### config.mk
export PLATFORM = sky130hd
export DESIGN_NAME = moving_average_frame_stats_core
export DESIGN_NICKNAME = d
export VERILOG_FILES = /design/src/hw/rtl/mafs_pkg.sv /design/src/hw/rtl/moving_average_frame_stats_core.sv
export VERILOG_INCLUDE_DIRS = /design/src /design/src/hw/rtl
export SDC_FILE = /design/constraint.sdc
export NUM_CORES = 1
export LEC_CHECK = 0
export BUFFER_PORTS_ARGS = -buffer_cell sky130_fd_sc_hd__buf_2
export CORE_MARGIN = 4
export CORE_UTILIZATION = 60
export CTS_BUF_LIST = sky130_fd_sc_hd__clkbuf_4
export CTS_CLUSTER_DIAMETER = 120
export DETAILED_ROUTE_END_ITERATION = 16
export PLACE_DENSITY = 0.87
export REMOVE_ABC_BUFFERS = 1
export SYNTH_ARGS = -nofsm -noshare
export SYNTH_HDL_FRONTEND = slang
export SYNTH_SLANG_ARGS = --single-unit
export TNS_END_PERCENT = 1
### constraint.sdc
create_clock -name clk -period 12.2 [get_ports clk]
set_input_delay 0.61 -clock clk [delete_from_list [all_inputs] [get_ports clk]]
set_output_delay 0.61 -clock clk [all_outputs]
set_load 0.05 [all_outputs]
### src/hw/rtl/moving_average_frame_stats_core_defines.svh
// ----------------------------------------------------------------------------
// moving_average_frame_stats_core_defines
// assertion macros shared by the moving-average frame statistics core
// ----------------------------------------------------------------------------
`ifndef MOVING_AVERAGE_FRAME_STATS_CORE_DEFINES_SVH
`define MOVING_AVERAGE_FRAME_STATS_CORE_DEFINES_SVH

// same-cycle implication, checked on clk, quiet while rst_n is low
`define MAFS_ASSERT_NOW(lbl, ante, cons, msg) \
  lbl: assert property (@(posedge clk) disable iff (!rst_n) (ante) |-> (cons)) else $error(msg);

// next-cycle implication, checked on clk, quiet while rst_n is low
`define MAFS_ASSERT_NEXT(lbl, ante, cons, msg) \
  lbl: assert property (@(posedge clk) disable iff (!rst_n) (ante) |=> (cons)) else $error(msg);

`endif

### src/hw/rtl/mafs_pkg.sv
// ----------------------------------------------------------------------------
// mafs_pkg
// sizes and reciprocal constants for the moving-average frame statistics core
// ----------------------------------------------------------------------------
`default_nettype none

package mafs_pkg;

  // block dimensions
  localparam int unsigned WINDOW     = 20;
  localparam int unsigned FRAME_LEN  = 150;
  localparam int unsigned WARMUP_LEN = 100;

  // field widths
  localparam int unsigned SAMPLE_W = 12;
  localparam int unsigned INDEX_W  = 8;
  localparam int unsigned SAMPLE_MAX = (1 << SAMPLE_W) - 1;

  // derived state widths
  localparam int unsigned HEAD_W = (WINDOW > 1) ? $clog2(WINDOW) : 1;
  localparam int unsigned TOT_W  = $clog2(WINDOW * SAMPLE_MAX + 1);
  localparam int unsigned FT_W   = $clog2(FRAME_LEN * SAMPLE_MAX + 1);
  localparam int unsigned PH_W   = $clog2(WARMUP_LEN + FRAME_LEN + 1);

  // phase marks
  localparam int unsigned PH_LAST = WARMUP_LEN + FRAME_LEN - 1;

  // floor(x / WINDOW) as (x * WIN_M) >> WIN_K, exact for x < 2**TOT_W
  localparam int unsigned WIN_K   = TOT_W + $clog2(WINDOW);
  localparam int unsigned WIN_M_W = WIN_K - $clog2(WINDOW) + 1;
  localparam int unsigned WIN_P_W = TOT_W + WIN_M_W;
  localparam logic [WIN_M_W-1:0] WIN_M =
    WIN_M_W'(((64'd1 << WIN_K) + WINDOW - 1) / WINDOW);

  // floor(x / FRAME_LEN) as (x * FT_M) >> FT_K, exact for x < 2**FT_W
  localparam int unsigned FT_K   = FT_W + $clog2(FRAME_LEN);
  localparam int unsigned FT_M_W = FT_K - $clog2(FRAME_LEN) + 1;
  localparam int unsigned FT_P_W = FT_W + FT_M_W;
  localparam logic [FT_M_W-1:0] FT_M =
    FT_M_W'(((64'd1 << FT_K) + FRAME_LEN - 1) / FRAME_LEN);

  typedef logic [SAMPLE_W-1:0] sample_t;

endpackage

`default_nettype wire

### src/hw/rtl/moving_average_frame_stats_core.sv
// ----------------------------------------------------------------------------
// moving_average_frame_stats_core
// moving-average filter over a sample window with per-frame min, max, mean
// and peak-to-peak reporting
// ----------------------------------------------------------------------------
//  channel   direction  payload                                     handshake
//  in_*      input      sample_mv                                   valid/ready
//  out_*     output     filtered, in_frame, frame_index, frame_end, valid/ready
//                       frame_min, frame_max, frame_mean, frame_span
//
//  one beat per cycle sustained while the output is not stalled; each beat passes
//  registered steps in order: window memory read, window sum, divide by window, frame stats, mean.
//  the window memory is read and rewritten at the same entry in the accept
//  cycle; a per-entry valid flag makes never-written entries read as zero.
//  reset (rst_n low, synchronous) clears the window's written flags, sums and frame counters.
//  a stalled output register holds the whole pipeline; in_ready drops with it.
// ----------------------------------------------------------------------------
`default_nettype none

`include "moving_average_frame_stats_core_defines.svh"

module moving_average_frame_stats_core (
  input  wire logic                          clk,
  input  wire logic                          rst_n,
  input  wire logic                          in_valid,
  output logic                               in_ready,
  input  wire logic [mafs_pkg::SAMPLE_W-1:0] in_sample_mv,
  output logic                               out_valid,
  input  wire logic                          out_ready,
  output logic [mafs_pkg::SAMPLE_W-1:0]      out_filtered,
  output logic                               out_in_frame,
  output logic [mafs_pkg::INDEX_W-1:0]       out_frame_index,
  output logic                               out_frame_end,
  output logic [mafs_pkg::SAMPLE_W-1:0]      out_frame_min,
  output logic [mafs_pkg::SAMPLE_W-1:0]      out_frame_max,
  output logic [mafs_pkg::SAMPLE_W-1:0]      out_frame_mean,
  output logic [mafs_pkg::SAMPLE_W-1:0]      out_frame_span
);

  // window memory and its per-entry written flags
  mafs_pkg::sample_t               win_mem [mafs_pkg::WINDOW];
  mafs_pkg::sample_t               rd_data_r;
  logic [mafs_pkg::WINDOW-1:0]     wr_seen_r;
  logic                            rd_seen_r;
  logic [mafs_pkg::HEAD_W-1:0]     head_r;
  logic [mafs_pkg::HEAD_W-1:0]     head_nxt;

  // pipeline control
  logic adv;
  logic acc;
  logic v1_r, v2_r, v3_r, v4_r, out_valid_r;

  // stage 1: sample plus old entry
  mafs_pkg::sample_t               samp1_r;
  mafs_pkg::sample_t               old1;
  logic [mafs_pkg::TOT_W-1:0]      total_r;
  logic [mafs_pkg::TOT_W-1:0]      total_nxt;

  // stage 2: window sum to divide
  logic [mafs_pkg::TOT_W-1:0]      tot2_r;
  logic [mafs_pkg::WIN_P_W-1:0]    win_prod;

  // stage 3: filtered value, frame accumulators
  mafs_pkg::sample_t               filt3_r;
  logic [mafs_pkg::PH_W-1:0]       phase_r;
  logic [mafs_pkg::FT_W-1:0]       ft_r;
  logic [mafs_pkg::FT_W-1:0]       ft_nxt;
  mafs_pkg::sample_t               min_r;
  mafs_pkg::sample_t               min_nxt;
  mafs_pkg::sample_t               max_r;
  mafs_pkg::sample_t               max_nxt;
  logic                            kept3;
  logic                            last3;
  logic [mafs_pkg::INDEX_W-1:0]    idx3;

  // stage 4: statistics ready, mean to divide
  mafs_pkg::sample_t               filt4_r;
  logic                            kept4_r;
  logic                            last4_r;
  logic [mafs_pkg::INDEX_W-1:0]    idx4_r;
  mafs_pkg::sample_t               min4_r;
  mafs_pkg::sample_t               max4_r;
  logic [mafs_pkg::FT_W-1:0]       ft4_r;
  logic [mafs_pkg::FT_P_W-1:0]     ft_prod;

  // output register
  mafs_pkg::sample_t               o_filt_r;
  logic                            o_kept_r;
  logic [mafs_pkg::INDEX_W-1:0]    o_idx_r;
  logic                            o_last_r;
  mafs_pkg::sample_t               o_min_r;
  mafs_pkg::sample_t               o_max_r;
  mafs_pkg::sample_t               o_mean_r;
  mafs_pkg::sample_t               o_span_r;

  // whole pipeline moves when the output register is free or drained
  assign adv      = !out_valid_r || out_ready;
  assign acc      = in_valid && adv;
  assign in_ready = adv;

  // head pointer wrap
  assign head_nxt = (head_r == mafs_pkg::HEAD_W'(mafs_pkg::WINDOW - 1)) ?
                    '0 : head_r + 1'b1;

  // window memory: read old entry and overwrite it in the accept cycle
  always_ff @(posedge clk) begin
    if (acc) begin
      rd_data_r       <= win_mem[head_r];
      win_mem[head_r] <= in_sample_mv;
    end
  end

  // running window sum
  assign old1      = rd_seen_r ? rd_data_r : '0;
  assign total_nxt = total_r - mafs_pkg::TOT_W'(old1) + mafs_pkg::TOT_W'(samp1_r);

  // divide window sum by the window length
  assign win_prod = mafs_pkg::WIN_P_W'(tot2_r) * mafs_pkg::WIN_P_W'(mafs_pkg::WIN_M);

  // frame phase decode and accumulator update
  assign kept3   = (phase_r >= mafs_pkg::PH_W'(mafs_pkg::WARMUP_LEN));
  assign last3   = (phase_r == mafs_pkg::PH_W'(mafs_pkg::PH_LAST));
  assign idx3    = kept3 ? mafs_pkg::INDEX_W'(phase_r - mafs_pkg::PH_W'(mafs_pkg::WARMUP_LEN))
                         : '0;
  assign ft_nxt  = ft_r + mafs_pkg::FT_W'(filt3_r);
  assign min_nxt = (filt3_r < min_r) ? filt3_r : min_r;
  assign max_nxt = (filt3_r > max_r) ? filt3_r : max_r;

  // divide frame sum by the frame length
  assign ft_prod = mafs_pkg::FT_P_W'(ft4_r) * mafs_pkg::FT_P_W'(mafs_pkg::FT_M);

  // control and state registers
  always_ff @(posedge clk) begin
    if (!rst_n) begin
      head_r      <= '0;
      wr_seen_r   <= '0;
      rd_seen_r   <= 1'b0;
      total_r     <= '0;
      phase_r     <= '0;
      ft_r        <= '0;
      min_r       <= '1;
      max_r       <= '0;
      v1_r        <= 1'b0;
      v2_r        <= 1'b0;
      v3_r        <= 1'b0;
      v4_r        <= 1'b0;
      out_valid_r <= 1'b0;
    end else if (adv) begin
      v1_r        <= in_valid;
      v2_r        <= v1_r;
      v3_r        <= v2_r;
      v4_r        <= v3_r;
      out_valid_r <= v4_r;
      if (in_valid) begin
        rd_seen_r         <= wr_seen_r[head_r];
        wr_seen_r[head_r] <= 1'b1;
        head_r            <= head_nxt;
      end
      if (v1_r) begin
        total_r <= total_nxt;
      end
      if (v3_r) begin
        if (last3) begin
          phase_r <= '0;
          ft_r    <= '0;
          min_r   <= '1;
          max_r   <= '0;
        end else begin
          phase_r <= phase_r + 1'b1;
          if (kept3) begin
            ft_r  <= ft_nxt;
            min_r <= min_nxt;
            max_r <= max_nxt;
          end
        end
      end
    end
  end

  // payload registers along the pipeline
  always_ff @(posedge clk) begin
    if (adv) begin
      samp1_r  <= in_sample_mv;
      tot2_r   <= total_nxt;
      filt3_r  <= win_prod[mafs_pkg::WIN_K +: mafs_pkg::SAMPLE_W];
      filt4_r  <= filt3_r;
      kept4_r  <= kept3;
      last4_r  <= last3;
      idx4_r   <= idx3;
      min4_r   <= min_nxt;
      max4_r   <= max_nxt;
      ft4_r    <= ft_nxt;
      o_filt_r <= filt4_r;
      o_kept_r <= kept4_r;
      o_idx_r  <= idx4_r;
      o_last_r <= last4_r;
      o_min_r  <= last4_r ? min4_r : '0;
      o_max_r  <= last4_r ? max4_r : '0;
      o_mean_r <= last4_r ? ft_prod[mafs_pkg::FT_K +: mafs_pkg::SAMPLE_W] : '0;
      o_span_r <= last4_r ? (max4_r - min4_r) : '0;
    end
  end

  // result beat
  assign out_valid       = out_valid_r;
  assign out_filtered    = o_filt_r;
  assign out_in_frame    = o_kept_r;
  assign out_frame_index = o_idx_r;
  assign out_frame_end   = o_last_r;
  assign out_frame_min   = o_min_r;
  assign out_frame_max   = o_max_r;
  assign out_frame_mean  = o_mean_r;
  assign out_frame_span  = o_span_r;

  // checks
  `MAFS_ASSERT_NOW(a_end_pos, out_valid_r && o_last_r, o_kept_r && (o_idx_r == mafs_pkg::INDEX_W'(mafs_pkg::FRAME_LEN - 1)), "frame end beat at wrong position")
  `MAFS_ASSERT_NOW(a_end_order, out_valid_r && o_last_r, (o_min_r <= o_max_r) && (o_span_r == o_max_r - o_min_r), "frame end statistics inconsistent")
  `MAFS_ASSERT_NOW(a_phase_rng, 1'b1, phase_r <= mafs_pkg::PH_W'(mafs_pkg::PH_LAST), "frame phase counter out of range")
  `MAFS_ASSERT_NEXT(a_head_step, acc, head_r == $past(head_nxt), "window head did not advance on accept")

endmodule

`default_nettype wire
==> impl_metrics.toml <==
[clocking]
cts_setup_buffers = 0
clock_path_buffers = 3
holdBufCountCts = 1
cts_buffers = 135
cts_tree = "done"
cts_sinks = 529
htreeDepth = 4
clk_pin_slew_worst_paths_ps = 70
postCtsResizedCells = 0
cts-root-buf = "clkbuf_4"
worstSkewPairLatency_ps = 970

[setup_path]
critical_path_class = "flop to flop"
arrival_ps = 7210
rr_endpoint = "out_frame_mean[10]"
cp-endpoint = "out_frame_mean[10]"
cp-start-kind = "flop"
crit_fanout = 5
r2r_cells = 21
startpoint = "ft4_r[10]"
r2r_setup_slack_ps = 5640
cp.required_ps = 12850
endpoint_kind = "flop"
worst_r2r_startpoint = "ft4_r[10]"

[yosys]
yosys_warnings = 0
syn_area_sq_um = 32550
ys.flop_type = "edfxtp_1"
synth_cells = 2569
yosysTopAreaCell = "edfxtp_1"
ys_seq_elements = 529
synthTopCellsByArea = "edfxtp_1 40%, fa_1 14%, ha_1 14%"
synth_cell_types = 72
netlist.area_leader.share = 0.3958
avgSynthCellArea_sq_um = 12.67
synth-edff-count = 429
ys_seq_area_frac = 0.4573
async_flop_share = 0

[route]
wl_per_cell_um = 19.58
top_layer_used = "met5"
m1WireLength_mm = 27.68
drt-total-wl_mm = 69.84
via_count = 20240
ant_nets = 0
initialDrtViolationCount = 1398
dr.pass1.iters = 6
post-route-drc-count = 0
met3_wirelength_mm = 4.269
viasPerCell = 5.675
wl_met2_mm = 35.57

[floorplan]
num_io_pins = 88
num_rows = 85
dieArea_sq_um = 58040
die_h_um = 240.9
die_w_um = 240.9
initial_utilization = 0.6048
core_area_sq_um = 53810

[timing]
rsz0062_at_grt = "false"
period_share = 0.5375
finClkSkew_ps = 72.89
maxSlewViolCount = 0
fin_crit_ps = 6557
max_freq_mhz = 152.5
setup_tns_ps = 0
setup_viol = 0
worstMarginPinSlew_ps = 1275
maxSlewHeadroom = 0.1466
finalHoldViolations = 0

[global_route]
grt_usage = 0.2516
grt_max_degree = 81
overflow = 0
grt_pass1_vias = 21700
antenna_found_initial = 2
grt_pass1_wl_mm = 113.8

[status]
status = "completed"

[layout]
fillers = 3779
final_common_cell = "inv_1"
final_cell_mix = "474 x inv_1, 429 x edfxtp_1, 359 x ha_1"
synthToLayoutAreaGrowth_pct = 9.264
final_layout_size_suffix_gt1_frac = 0.1504
fin_nets = 3356

[flow_run]
drv_cap = 0

[placement]
place_hpwl_mm = 50.84
io_buffers = 87
gp_congestion = 0.9972

[hold_path]
min_path_type = "input port to flop"
-- registers in the layout, summed over array words and instances, names as in the netlist, 17 cells and up --
register / count
tot2_r: 17
ft_r: 20
wr_seen_r: 20
total_r: 17
win_mem: 240
ft4_r: 20
-- stage by stage --
stage                     worst slack, ps  instances  hold slack, ps  utilization  area (sq um)
after floorplan                      5032       2513           400.3            -         32330
after global placement               5832       3313           404.1       0.6276         33770
after detailed placement             5634       3313           405.2       0.6276         33770
after CTS                            5673       3562           30.90       0.6606         35550
after global routing                 5293       3566           74.56       0.6608         35560
final                                5643       3567           110.2       0.6609         35560
-- layer usage --
metal | track usage | up-vias
li1 | - | 9336
met1 | 0.3182 | 9953
met2 | 0.4357 | 779
met3 | 0.04719 | 173
met4 | 0.09546 | 2
met5 | 0 | -
-- synth_stat cells (15+ instances only) --
master	instances
a21o_1	33
a21oi_1	83
a22oi_1	17
and2_1	42
clkbuf_1	46
dfxtp_1	100
edfxtp_1	429
fa_1	226
ha_1	359
inv_1	475
mux2_2	19
mux4_2	65
nand2_1	115
nand3_1	26
nand4_1	15
nor2_1	151
nor3_1	32
o21ai_0	51
or3_1	17
xnor2_1	61
xor2_1	19
-- critical path: stages (launching register included) --
cell and delay (ps):
edfxtp_1 480, inv_1 250, fa_1 480, fa_1 520, inv_1 60, fa_1 520, fa_1 440, fa_1 490
ha_1 290, inv_1 50, fa_1 500, inv_1 60, ha_1 340, a21o_1 200, a21o_1 180, a21oi_1 170
nor3_1 100, a2111oi_4 330, o41ai_2 190, a31o_2 300, a211oi_1 250, a2111oi_0 110
-- cell type report --
type	instances	area, sq um	area share
inverters	478	1799	0.05059
multi-input cells	1506	15650	0.4400
clock buffers	192	1441	0.04053
flip-flops and latches	529	14890	0.4187
diodes	5	12.51	0.0003518
clock inverters	56	329.1	0.009253
well taps	696	870.8	0.02449
repair buffers	105	573.1	0.01611
-- worst min-delay path by stage --
| stage | from | to | depth (start not counted) |
|---|---|---|---|
| global route | in_sample_mv[7] | win_mem[15][7] | 1 |
| finish | in_sample_mv[7] | win_mem[4][7] | 1 |
| floorplan | filt4_r[0] | out_filtered[0] | 0 |
| CTS | in_valid | v1_r | 3 |
| global placement | idx4_r[1] | out_frame_index[1] | 0 |
| detailed placement | filt4_r[9] | out_filtered[9] | 0 |
-- kinds of logic (layout without fill, tap and decap cells) --
| kind of cell | Yosys count | in the layout | share of synthesized area |
|---|---|---|---|
| buffers and inverters | 534 | 831 | 0.06193 |
| and+or+nand+nor | 446 | 446 | 0.06385 |
| xor gates and xnor gates | 80 | 80 | 0.02153 |
| other | 0 | 5 | 0 |
| AOI/OAI and AO/OA | 301 | 301 | 0.06377 |
| DFF | 529 | 529 | 0.4573 |
| adders and majority gates | 585 | 585 | 0.2770 |
| muxes | 94 | 94 | 0.05462 |
Power is not shown: default switching activity piles up to over one toggle a cycle in this logic, so the estimate is an artifact.
